### config.mk
export PLATFORM = sky130hd
export DESIGN_NAME = paired_device_table
export DESIGN_NICKNAME = d
export VERILOG_FILES = /design/src/pdt_pkg.sv /design/src/pdt_ram.sv /design/src/paired_device_table.sv
export SDC_FILE = /design/constraint.sdc
export NUM_CORES = 2
export LEC_CHECK = 0
export ABC_AREA = 1
export BUFFER_PORTS_ARGS = -buffer_cell sky130_fd_sc_hd__buf_2
export CELL_PAD_IN_SITES_DETAIL_PLACEMENT = 0
export CELL_PAD_IN_SITES_GLOBAL_PLACEMENT = 2
export CORE_MARGIN = 2
export CORE_UTILIZATION = 39
export DETAILED_ROUTE_END_ITERATION = 7
export PLACE_DENSITY = 0.86
export SLEW_MARGIN = 10
export SYNTH_ARGS = -nofsm -noshare
export SYNTH_HDL_FRONTEND = slang
export SYNTH_SLANG_ARGS = --single-unit
### constraint.sdc
create_clock -name clk -period 8.6 [get_ports clk]
set_input_delay 0.86 -clock clk [delete_from_list [all_inputs] [get_ports clk]]
set_output_delay 0.86 -clock clk [all_outputs]
set_load 0.01 [all_outputs]
### src/pdt_pkg.sv
// Shared types, constants and helpers for the paired device table.
// Used by paired_device_table and the testbench; depends on nothing.
`default_nettype none
package pdt_pkg;

  parameter int ENTRIES = 8;
  parameter int IDX_W = (ENTRIES > 1) ? $clog2(ENTRIES) : 1;
  parameter int CNT_W = $clog2(ENTRIES + 1);
  parameter logic [CNT_W-1:0] FULL_COUNT = CNT_W'(ENTRIES);

  parameter logic [2:0] ACT_ADD = 3'd0;
  parameter logic [2:0] ACT_REMOVE = 3'd1;
  parameter logic [2:0] ACT_TOUCH = 3'd2;
  parameter logic [2:0] ACT_LOOKUP = 3'd3;
  parameter logic [2:0] ACT_RECONNECT = 3'd4;
  parameter logic [2:0] ACT_CLEAR = 3'd5;

  parameter logic [1:0] ST_OK = 2'd0;
  parameter logic [1:0] ST_FULL = 2'd1;
  parameter logic [1:0] ST_NOT_FOUND = 2'd2;

  typedef struct packed {
    logic [47:0] addr;
    logic [23:0] class_code;
    logic        hands_free;
    logic [31:0] stamp;
    logic [31:0] connections;
  } entry_t;

  parameter int ENTRY_W = $bits(entry_t);

  function automatic logic [31:0] sat_inc(input logic [31:0] v);
    return (v == 32'hFFFF_FFFF) ? v : v + 32'd1;
  endfunction

  function automatic logic [2:0] slot_of(input logic [IDX_W-1:0] i);
    logic [IDX_W+2:0] w;
    w = {3'b000, i};
    return w[2:0];
  endfunction

  function automatic logic [3:0] used_of(input logic [CNT_W-1:0] c);
    logic [CNT_W+3:0] w;
    w = {4'b0000, c};
    return w[3:0];
  endfunction

endpackage
`default_nettype wire

### src/pdt_ram.sv
// Generic single-write, single-read RAM with a registered read port.
// No dependencies.
`default_nettype none
module pdt_ram #(
  parameter int WIDTH = 8,
  parameter int DEPTH = 8,
  localparam int AW = (DEPTH > 1) ? $clog2(DEPTH) : 1
) (
  input  wire logic             clk,
  input  wire logic             we,
  input  wire logic [AW-1:0]    waddr,
  input  wire logic [WIDTH-1:0] wdata,
  input  wire logic [AW-1:0]    raddr,
  output logic      [WIDTH-1:0] rdata
);

  logic [WIDTH-1:0] mem [DEPTH];

  always_ff @(posedge clk) begin
    if (we) begin
      mem[waddr] <= wdata;
    end
    rdata <= mem[raddr];
  end

endmodule
`default_nettype wire

### src/paired_device_table.sv
// Paired device table: entries held in one RAM, searched and shifted by a small sequencer.
// done follows start in the next cycle for clear, unused actions and add to a full table.
// A search reads then compares each entry in turn, then resolves; reconnect and any miss visit
// every entry, and a remove that hits shifts each later entry down. One transaction at a time:
// busy holds until done, the next start is taken in the done cycle; the receiver cannot stall.
// Reset: entry count cleared synchronously; RAM contents stay undefined. Depends on pdt_pkg, pdt_ram.
`default_nettype none
module paired_device_table (
  input  wire logic        clk,
  input  wire logic        rst,
  input  wire logic        start,
  output logic             busy,
  input  wire logic [2:0]  action,
  input  wire logic [47:0] addr,
  input  wire logic [23:0] class_code,
  input  wire logic        hands_free,
  input  wire logic [31:0] now,
  output logic             done,
  output logic [1:0]       status,
  output logic [2:0]       slot,
  output logic [47:0]      out_addr,
  output logic [23:0]      out_class,
  output logic             out_hands_free,
  output logic [31:0]      out_time,
  output logic [31:0]      out_connections,
  output logic [3:0]       used
);

  localparam int IDX_W = pdt_pkg::IDX_W;
  localparam int CNT_W = pdt_pkg::CNT_W;

  localparam logic [2:0] S_IDLE = 3'd0;
  localparam logic [2:0] S_READ = 3'd1;
  localparam logic [2:0] S_CMP = 3'd2;
  localparam logic [2:0] S_RESOLVE = 3'd3;
  localparam logic [2:0] S_SH_READ = 3'd4;
  localparam logic [2:0] S_SH_WRITE = 3'd5;

  logic [2:0]       state, state_next;
  logic [CNT_W-1:0] count, count_next;
  logic [CNT_W-1:0] idx, idx_next;
  logic [CNT_W-1:0] idx_m1;
  logic             found, found_next;
  pdt_pkg::entry_t  hit, hit_next;
  logic [IDX_W-1:0] hit_idx, hit_idx_next;
  logic [31:0]      best_time, best_time_next;
  logic [2:0]       op;
  logic [47:0]      key;
  logic [23:0]      cls;
  logic             hf;
  logic [31:0]      stamp;

  logic                        ram_we;
  logic [IDX_W-1:0]            ram_waddr;
  pdt_pkg::entry_t             ram_wdata;
  logic [IDX_W-1:0]            ram_raddr;
  logic [pdt_pkg::ENTRY_W-1:0] ram_rdata;
  pdt_pkg::entry_t             rd;
  pdt_pkg::entry_t             upd;

  logic             emit;
  logic             res_show;
  logic [1:0]       res_status;
  pdt_pkg::entry_t  res_entry;
  logic [IDX_W-1:0] res_idx;

  assign busy = (state != S_IDLE);
  assign rd = pdt_pkg::entry_t'(ram_rdata);
  assign idx_m1 = idx - 1'b1;

  pdt_ram #(
    .WIDTH(pdt_pkg::ENTRY_W),
    .DEPTH(pdt_pkg::ENTRIES)
  ) u_ram (
    .clk  (clk),
    .we   (ram_we),
    .waddr(ram_waddr),
    .wdata(ram_wdata),
    .raddr(ram_raddr),
    .rdata(ram_rdata)
  );

  always_comb begin
    if ((op == pdt_pkg::ACT_ADD) && !found) begin
      upd = '{addr: key, class_code: cls, hands_free: hf, stamp: stamp,
              connections: 32'd1};
    end else begin
      upd = hit;
      if (op == pdt_pkg::ACT_ADD) begin
        upd.class_code = cls;
        upd.hands_free = hf;
      end
      upd.stamp = stamp;
      upd.connections = pdt_pkg::sat_inc(hit.connections);
    end
  end

  always_comb begin
    state_next = state;
    count_next = count;
    idx_next = idx;
    found_next = found;
    hit_next = hit;
    hit_idx_next = hit_idx;
    best_time_next = best_time;
    ram_we = 1'b0;
    ram_waddr = hit_idx;
    ram_wdata = upd;
    ram_raddr = idx[IDX_W-1:0];
    emit = 1'b0;
    res_show = 1'b0;
    res_status = pdt_pkg::ST_OK;
    res_entry = hit;
    res_idx = hit_idx;
    unique case (state)
      S_IDLE: begin
        if (start) begin
          idx_next = '0;
          found_next = 1'b0;
          best_time_next = '0;
          case (action)
            pdt_pkg::ACT_ADD: begin
              if (count >= pdt_pkg::FULL_COUNT) begin
                emit = 1'b1;
                res_status = pdt_pkg::ST_FULL;
              end else begin
                state_next = S_READ;
              end
            end
            pdt_pkg::ACT_REMOVE, pdt_pkg::ACT_TOUCH, pdt_pkg::ACT_LOOKUP,
            pdt_pkg::ACT_RECONNECT: begin
              state_next = S_READ;
            end
            pdt_pkg::ACT_CLEAR: begin
              count_next = '0;
              emit = 1'b1;
            end
            default: begin
              emit = 1'b1;
            end
          endcase
        end
      end
      S_READ: begin
        state_next = (idx == count) ? S_RESOLVE : S_CMP;
      end
      S_CMP: begin
        if (op == pdt_pkg::ACT_RECONNECT) begin
          if (rd.hands_free && (rd.stamp > best_time)) begin
            best_time_next = rd.stamp;
            hit_next = rd;
            hit_idx_next = idx[IDX_W-1:0];
            found_next = 1'b1;
          end
          idx_next = idx + 1'b1;
          state_next = S_READ;
        end else if (rd.addr == key) begin
          hit_next = rd;
          hit_idx_next = idx[IDX_W-1:0];
          found_next = 1'b1;
          state_next = S_RESOLVE;
        end else begin
          idx_next = idx + 1'b1;
          state_next = S_READ;
        end
      end
      S_RESOLVE: begin
        state_next = S_IDLE;
        case (op)
          pdt_pkg::ACT_ADD: begin
            ram_we = 1'b1;
            ram_waddr = found ? hit_idx : count[IDX_W-1:0];
            count_next = found ? count : count + 1'b1;
            emit = 1'b1;
            res_show = 1'b1;
            res_entry = upd;
            res_idx = ram_waddr;
          end
          pdt_pkg::ACT_TOUCH: begin
            emit = 1'b1;
            if (found) begin
              ram_we = 1'b1;
              res_show = 1'b1;
              res_entry = upd;
            end else begin
              res_status = pdt_pkg::ST_NOT_FOUND;
            end
          end
          pdt_pkg::ACT_REMOVE: begin
            if (found) begin
              idx_next = CNT_W'(hit_idx) + 1'b1;
              state_next = S_SH_READ;
            end else begin
              emit = 1'b1;
              res_status = pdt_pkg::ST_NOT_FOUND;
            end
          end
          default: begin
            emit = 1'b1;
            res_show = found;
            res_status = found ? pdt_pkg::ST_OK : pdt_pkg::ST_NOT_FOUND;
          end
        endcase
      end
      S_SH_READ: begin
        if (idx == count) begin
          count_next = count - 1'b1;
          emit = 1'b1;
          res_show = 1'b1;
          state_next = S_IDLE;
        end else begin
          state_next = S_SH_WRITE;
        end
      end
      S_SH_WRITE: begin
        ram_we = 1'b1;
        ram_waddr = idx_m1[IDX_W-1:0];
        ram_wdata = rd;
        idx_next = idx + 1'b1;
        state_next = S_SH_READ;
      end
      default: begin
        state_next = S_IDLE;
      end
    endcase
  end

  always_ff @(posedge clk) begin
    if (rst) begin
      state <= S_IDLE;
      count <= '0;
      done <= 1'b0;
    end else begin
      state <= state_next;
      count <= count_next;
      done <= emit;
    end
    idx <= idx_next;
    found <= found_next;
    hit <= hit_next;
    hit_idx <= hit_idx_next;
    best_time <= best_time_next;
    if ((state == S_IDLE) && start) begin
      op <= action;
      key <= addr;
      cls <= class_code;
      hf <= hands_free;
      stamp <= now;
    end
    if (emit) begin
      status <= res_status;
      used <= pdt_pkg::used_of(count_next);
      if (res_show) begin
        slot <= pdt_pkg::slot_of(res_idx);
        out_addr <= res_entry.addr;
        out_class <= res_entry.class_code;
        out_hands_free <= res_entry.hands_free;
        out_time <= res_entry.stamp;
        out_connections <= res_entry.connections;
      end else begin
        slot <= '0;
        out_addr <= '0;
        out_class <= '0;
        out_hands_free <= 1'b0;
        out_time <= '0;
        out_connections <= '0;
      end
    end
  end

  a_count_bound: assert property (@(posedge clk) disable iff (rst)
    count <= pdt_pkg::FULL_COUNT)
    else $error("entry count above table size");

  a_done_has_cause: assert property (@(posedge clk) disable iff (rst)
    done |-> ($past(start) && !$past(busy)) || $past(busy))
    else $error("result without a transaction");

  a_full_reports_full: assert property (@(posedge clk) disable iff (rst)
    (done && (status == pdt_pkg::ST_FULL)) |->
      (used == pdt_pkg::used_of(pdt_pkg::FULL_COUNT)))
    else $error("full status with a table that is not full");

  a_write_while_busy: assert property (@(posedge clk) disable iff (rst)
    ram_we |-> busy)
    else $error("RAM write outside a transaction");

endmodule
`default_nettype wire

* Yosys cells after proc, flatten, opt, wreduce, memory -nomap -nowiden
Memory sizes are Yosys's and may differ from the RTL's. A register that Yosys moved wholly into a read port is not among the register bits.
Cells that the tools add are included.
** Word-level totals
- Register bits after elaboration :: 439
- Latch bits :: 0
- Bits in writable memories :: 1096
- ROM bits :: 0
- Input port bits :: 111
- Output and inout port bits :: 148
- Memories kept :: 1
** Memories
- u_ram.mem :: depth 8, bits a word 137, rd ports 1, clocked after Yosys merged registers in 1, wr ports 1, line pdt_ram.sv:17 : logic [WIDTH-1:0] mem [DEPTH];
** Operators by class
- $add $sub $neg :: 6
- Multiply operators :: 0
- Divide/modulo/power cells :: 0
- Magnitude comparators :: 2
- Eq/ne operators :: 27
- Shift-type cells :: 0
- Muxes and demuxes :: 68
- Bitwise logic cells :: 0
- Reduce and logical (&&, ||, !) cells :: 17
** Operators by type and width (number)
- $mux W137 :: 7
- $pmux W137 S2 :: 1
- $mux W32 :: 4
- $pmux W32 S2 :: 1
- $eq A48 B48 Y1 :: 1
- $mux W4 :: 10
- $mux W3 :: 11
- $add A32 B1 Y32 const B :: 1
- $eq A32 B32 Y1 const B :: 1
- $gt A32 B32 Y1 :: 1
- $mux W25 :: 1
- $pmux W3 S6 :: 1
- $mux W1 :: 16
- $pmux W4 S4 :: 1
- $eq A3 B2 Y1 const B :: 5
- $eq A3 B3 Y1 const B :: 5
- $ne A3 B3 Y1 const B :: 4
- $pmux W3 S2 :: 2
- $pmux W4 S3 :: 1
- $ne A2 B2 Y1 const B :: 5
- $pmux W1 S2 :: 5
- $eq A3 B1 Y1 const B :: 3
- $logic_not A3 Y1 :: 3
- $add A4 B1 Y4 const B :: 2
- other kinds (19) :: 28

* Depth between registers and ports, before layout
- Depth in word-level cells :: 6
- Gate-level depth with buffers :: 17
- Depth with buffers taken out :: 17

* Cells and area by module
From an unflattened synthesis, not the netlist that was laid out.
** Second synthesis, totals
- Cells, all modules :: 7016
- Area, all modules :: 72341.9 µm²
** Modules (own cells, without submodules)
- pdt_ram :: times used 1, cells an instance 4890, area an instance 50561.0 µm²
- paired_device_table :: times used 1, cells an instance 2126, area an instance 21780.9 µm²

* Least setup slack after synthesis
No wires, ideal clock.
- Path kind :: register -> register
- Start point :: register best_time[31]
- End point :: register hit[0] in the netlist's numbering, enable pin
- Arrival :: 8104 ps
- Required time :: 7902 ps
- Path slack :: -202 ps
- Stages on the path, launching flop included :: 11
- Buffers on the path :: 0
- Period minus slack after synthesis :: 8802 ps
- Path through :: edfxtp_1 inv_1 ha_1 nand2_1 nor3_1 nand3_1 inv_1 nand2_1 nand2_1 nand3_1 a22oi_1
** On the way
- Longest elaborated chain between the ends :: 4
** Ends and longest elaborated chain
- start, declared :: line paired_device_table.sv:46 : logic [31:0] best_time, best_time_next;
- start signal, assigned :: line paired_device_table.sv:242 : best_time <= best_time_next;
- $gt A32 B32 Y1 :: line paired_device_table.sv:149 : if (rd.hands_free && (rd.stamp > best_time)) begin
- $logic_and A1 B1 Y1 :: line paired_device_table.sv:149
- $ne A2 B1 Y1 (no line)
- $reduce_and A3 Y1 (no line)
- end signal, assigned :: line paired_device_table.sv:240 : hit <= hit_next;
- end, declared :: line paired_device_table.sv:44 : pdt_pkg::entry_t hit, hit_next;
Every way passes these cells.
A chain may end at the register's enable or synchronous reset.

* Final worst setup path
- Start point :: register found
- End point :: memory u_ram.mem[5][135] in the netlist's numbering, enable pin
** On the way
- Longest elaborated chain between the ends :: 5
- Elaborated cells on any way between the ends :: 8
** Ends and longest elaborated chain
- start, declared :: line paired_device_table.sv:43 : logic found, found_next;
- start signal, assigned :: line paired_device_table.sv:239 : found <= found_next;
- $mux W1 :: line paired_device_table.sv:181 : if (found) begin
- $pmux W1 S2 :: line paired_device_table.sv:169 : case (op)
- $pmux W1 S2 :: line paired_device_table.sv:115 : unique case (state)
- $mux W1 :: line pdt_ram.sv:20 : if (we) begin
- $mux W1 (not written as such) :: line pdt_ram.sv:21 : mem[waddr] <= wdata;
- end, declared :: line pdt_ram.sv:17
Parallel ways exist; a longest one is shown, timed or not.

==> results.sh <==
export IMPL_fp_coreArea_um2=169000
export IMPL_place_detailed_instances=7596
export IMPL_unrepaired_setup_endpoints_after_global_routing="no"
export IMPL_max_rail_drop_vdd_uv=219
export IMPL_worst_setup_hold_path_clk_slew_ns=0.06
export IMPL_chipHeight_um=416
export IMPL_synth_top_cells_by_count="sky130_fd_sc_hd__edfxtp_1 (1527), sky130_fd_sc_hd__nor2_1 (1155), sky130_fd_sc_hd__o21ai_0 (761), sky130_fd_sc_hd__nand2_1 (409), sky130_fd_sc_hd__inv_1 (255)"
export IMPL_avgViaCountPerCell=5.22
export IMPL_floorplan_io_pins=259
export IMPL_num_fill_cells=15200
export IMPL_route_vias_total=41200
export IMPL_sequential_element_share_of_the_synthesized_area_pct=73.5
export IMPL_max_clock_path_buffers=3
export IMPL_worstSetupPathType="reg -> reg"
export IMPL_cts_htree_levels=4
export IMPL_tritoncts_num_buffers=165
export IMPL_synth_warning_count=0
export IMPL_skew_ns=0.0257
export IMPL_timing_hold_worst_class="in -> reg"
export IMPL_netlist_cell_type_count=49
export IMPL_synth_fp_nets=5510
export IMPL_sum_of_routed_wire_length_over_all_layers_mm=168
export IMPL_cts_hold_buf=0
export IMPL_ys_top_cells_by_area="sky130_fd_sc_hd__edfxtp_1 (69%), sky130_fd_sc_hd__nor2_1 (6.5%), sky130_fd_sc_hd__o21ai_0 (5.7%)"
export IMPL_avgSynthCellArea_um2=12.4
export IMPL_root_buffer="sky130_fd_sc_hd__clkbuf_16"
export IMPL_layout_nets=5693
export IMPL_clk_insertion_delay_late_ns=0.80
export IMPL_fraction_of_registers_with_async_set_reset_pct=0
export IMPL_synth_most_common_cell="sky130_fd_sc_hd__edfxtp_1"
export IMPL_post_cts_buffers=0
export IMPL_netlist_top_cell_by_area="sky130_fd_sc_hd__edfxtp_1"
export IMPL_mappedNetlistArea_um2=66300
export IMPL_grt_overflow=0
export IMPL_layout_area_overhead_vs_synth_pct=13.3
export IMPL_final_hold_viol_count=0
export IMPL_grt_antenna_before_repair=2
export IMPL_timing_final_max_slew_violations=0
export IMPL_worst_endpoint_data_arrival_time_ns=5.70
export IMPL_diodes_inserted=0
export IMPL_grt_use_total_pct=19.1
export IMPL_multi_input_comb_area_um2=15200
export IMPL_finalNonFillerCells=7905
export IMPL_postCtsResizedCells=0
export IMPL_post_route_min_period_ns=5.29
export IMPL_worstMarginPinSlew_ns=1.20
export IMPL_port_buffers=258
export IMPL_grt_pass1_vias=40200
export IMPL_cts_tree="built"
export IMPL_fraction_of_final_layout_cells_with_drive_strength_greater_than_1_pct=11.1
export IMPL_die_width_um=416
export IMPL_run_status="finished, final reports clean"
export IMPL_fin_tns_setup_ns=0
export IMPL_std_cell_rows=151
export IMPL_synth_seq_cells=1672
export IMPL_antenna_violating_nets_post_route=0
export IMPL_area_sequential_um2=48800
export IMPL_clkSinkCount=1672
export IMPL_crit_path_end_kind="flip-flop"
export IMPL_slew_limit_headroom_pct=20.1
export IMPL_syn_instance_count=5362
export IMPL_wl_per_cell_um=21.2
export IMPL_die_area_um2=173000
export IMPL_detailedPlacementHpwl_mm=97.8
export IMPL_grt_start_max_net_pins=262
export IMPL_leakagePower_nw=27.1
export IMPL_detail_route_drc_violations=0
export IMPL_synth_top_area_share_pct=69.1
export IMPL_final_period_utilization_pct=61.5
export IMPL_gp_routability_congestion=0.838
export IMPL_start_util_pct=39.2
export IMPL_highest_clock_frequency_the_design_can_meet_ghz=0.189
export IMPL_synth_enable_flop_cells=1527
export IMPL_p_per_area_nw_per_um2=247
export IMPL_setup_viol=0
export IMPL_drt_initial_drc_count=3531
export IMPL_grt_pass1_wl_mm=253
export IMPL_setup_worst_path_start_class="flip-flop"
export IMPL_critPathMaxFanout=47
export IMPL_yosys_most_used_dff="sky130_fd_sc_hd__edfxtp_1"
export IMPL_maxCapViolations=0
export IMPL_detail_route_first_pass_iterations=5
export IMPL_required_arrival_time_at_the_worst_endpoint_ns=9.01
worst max-delay path: stages (launching register included):
cell	delay (ns)
sky130_fd_sc_hd__edfxtp_1	1.01
sky130_fd_sc_hd__inv_1	0.67
sky130_fd_sc_hd__nor2_1	0.24
sky130_fd_sc_hd__inv_1	0.34
sky130_fd_sc_hd__nor2_2	0.51
sky130_fd_sc_hd__nor2_8	0.07
sky130_fd_sc_hd__nand2_1	0.15
sky130_fd_sc_hd__nand2_1	0.25
sky130_fd_sc_hd__nor2_4	0.80
sky130_fd_sc_hd__buf_4	0.80
path summary, 6_finish.rpt:
kind,cells past startpoint,end,slack [ns],from
worst max-delay path,9,u_ram.mem[5][135]$_DFFE_PP_,3.31,found$_DFFE_PP_
worst min-delay path,1,stamp[22]$_DFFE_PP_,0.24,now[22]
worst max register to register,9,u_ram.mem[5][135]$_DFFE_PP_,3.31,found$_DFFE_PP_
worst min register to register,0,hit[3]$_DFFE_PP_,0.42,u_ram.rdata[3]$_DFF_P_
per-layer routing:
metal / GRT usage (%) / vias to the layer above / wire length (um)
li1: - / 19400 / -
met1: 24.7 / 20500 / 70600
met2: 32.3 / 1096 / 83000
met3: 2.62 / 246 / 7960
met4: 7.64 / 0 / 6210
met5: 0 / - / 0
power by group:
group	leakage [nW]	internal (mW)	switching (mW)
registers	15.1	9.25	0.249
logic	9.31	0.546	1.24
clock network	2.70	4.24	3.06
total	27.1	14.0	4.54
registers in the layout (all words and copies together), names as in the netlist, 4 cells and up:
signal           flops
hit                137
out_connections     32
cls                 24
key                 48
idx                  4
out_class           24
best_time           32
count                4
stamp               32
out_addr            48
u_ram.rdata        137
out_time            32
u_ram.mem         1096
used                 4
layout make-up:
| class | count | share of cell area [%] |
|---|---|---|
| well taps | 2218 | 3.69 |
| clock buffers | 225 | 6.12 |
| multi-input cells | 3115 | 20.3 |
| repair buffers | 319 | 2.46 |
| inverters | 272 | 1.40 |
| flip-flops and latches | 1672 | 64.9 |
| clock inverters | 84 | 1.19 |
layout by cell type (no fill, tap or decap), types with 7 or more instances in the layout:
cell | Yosys | layout
sky130_fd_sc_hd__edfxtp_1 | 1527 | 1527
sky130_fd_sc_hd__nor2_1 | 1155 | 1145
sky130_fd_sc_hd__o21ai_0 | 761 | 758
sky130_fd_sc_hd__nand2_1 | 409 | 408
sky130_fd_sc_hd__buf_2 | 75 | 258
sky130_fd_sc_hd__inv_1 | 255 | 255
sky130_fd_sc_hd__clkbuf_16 | 0 | 169
sky130_fd_sc_hd__a21oi_1 | 148 | 148
sky130_fd_sc_hd__dfxtp_1 | 145 | 145
sky130_fd_sc_hd__a31oi_1 | 140 | 140
sky130_fd_sc_hd__o22ai_1 | 137 | 137
sky130_fd_sc_hd__mux2i_1 | 65 | 65
sky130_fd_sc_hd__buf_4 | 17 | 53
sky130_fd_sc_hd__nand3_1 | 53 | 52
sky130_fd_sc_hd__xor2_1 | 40 | 40
sky130_fd_sc_hd__clkbuf_1 | 185 | 40
sky130_fd_sc_hd__ha_1 | 37 | 37
sky130_fd_sc_hd__clkinv_2 | 1 | 34
sky130_fd_sc_hd__xnor2_1 | 30 | 30
sky130_fd_sc_hd__o21ai_1 | 24 | 27
sky130_fd_sc_hd__nor3_1 | 27 | 26
sky130_fd_sc_hd__clkinv_1 | 2 | 19
sky130_fd_sc_hd__a21o_1 | 18 | 18
sky130_fd_sc_hd__bufinv_16 | 0 | 16
sky130_fd_sc_hd__clkbuf_8 | 1 | 16
sky130_fd_sc_hd__nor2_4 | 2 | 12
sky130_fd_sc_hd__a22o_1 | 11 | 11
sky130_fd_sc_hd__inv_2 | 13 | 10
sky130_fd_sc_hd__nand4_1 | 10 | 10
sky130_fd_sc_hd__buf_12 | 0 | 8
sky130_fd_sc_hd__inv_6 | 0 | 7
sky130_fd_sc_hd__nor2_2 | 7 | 7
sky130_fd_sc_hd__o211ai_1 | 7 | 7
logic make-up after synthesis:
family                     count (synthesis)  share of synthesized area (%)
DFF                                     1672                           73.5
AOI/OAI and AO/OA                       1257                           10.2
and+or+nand+nor                         1686                           9.99
adders and majority gates                 37                          0.698
buffers and inverters                    575                           3.67
xor gates and xnor gates                  70                          0.924
muxes                                     65                          0.981
through the flow:
stage	setup slack [ns]	hold slack [ns]	cell area [um2]	utilization [%]	total power, mW
2_1_floorplan	-0.179	0.408	66300	-	10.8
3_3_place_gp	3.39	0.412	69700	41.2	11.4
3_5_place_dp	3.34	0.413	69700	41.2	11.5
4_1_cts	3.31	0.178	75200	44.4	18.7
5_1_grt	2.97	0.203	75200	44.4	19.3
6_report	3.31	0.238	75200	44.4	18.6
Note: power is estimated with default switching activity, not from simulation.
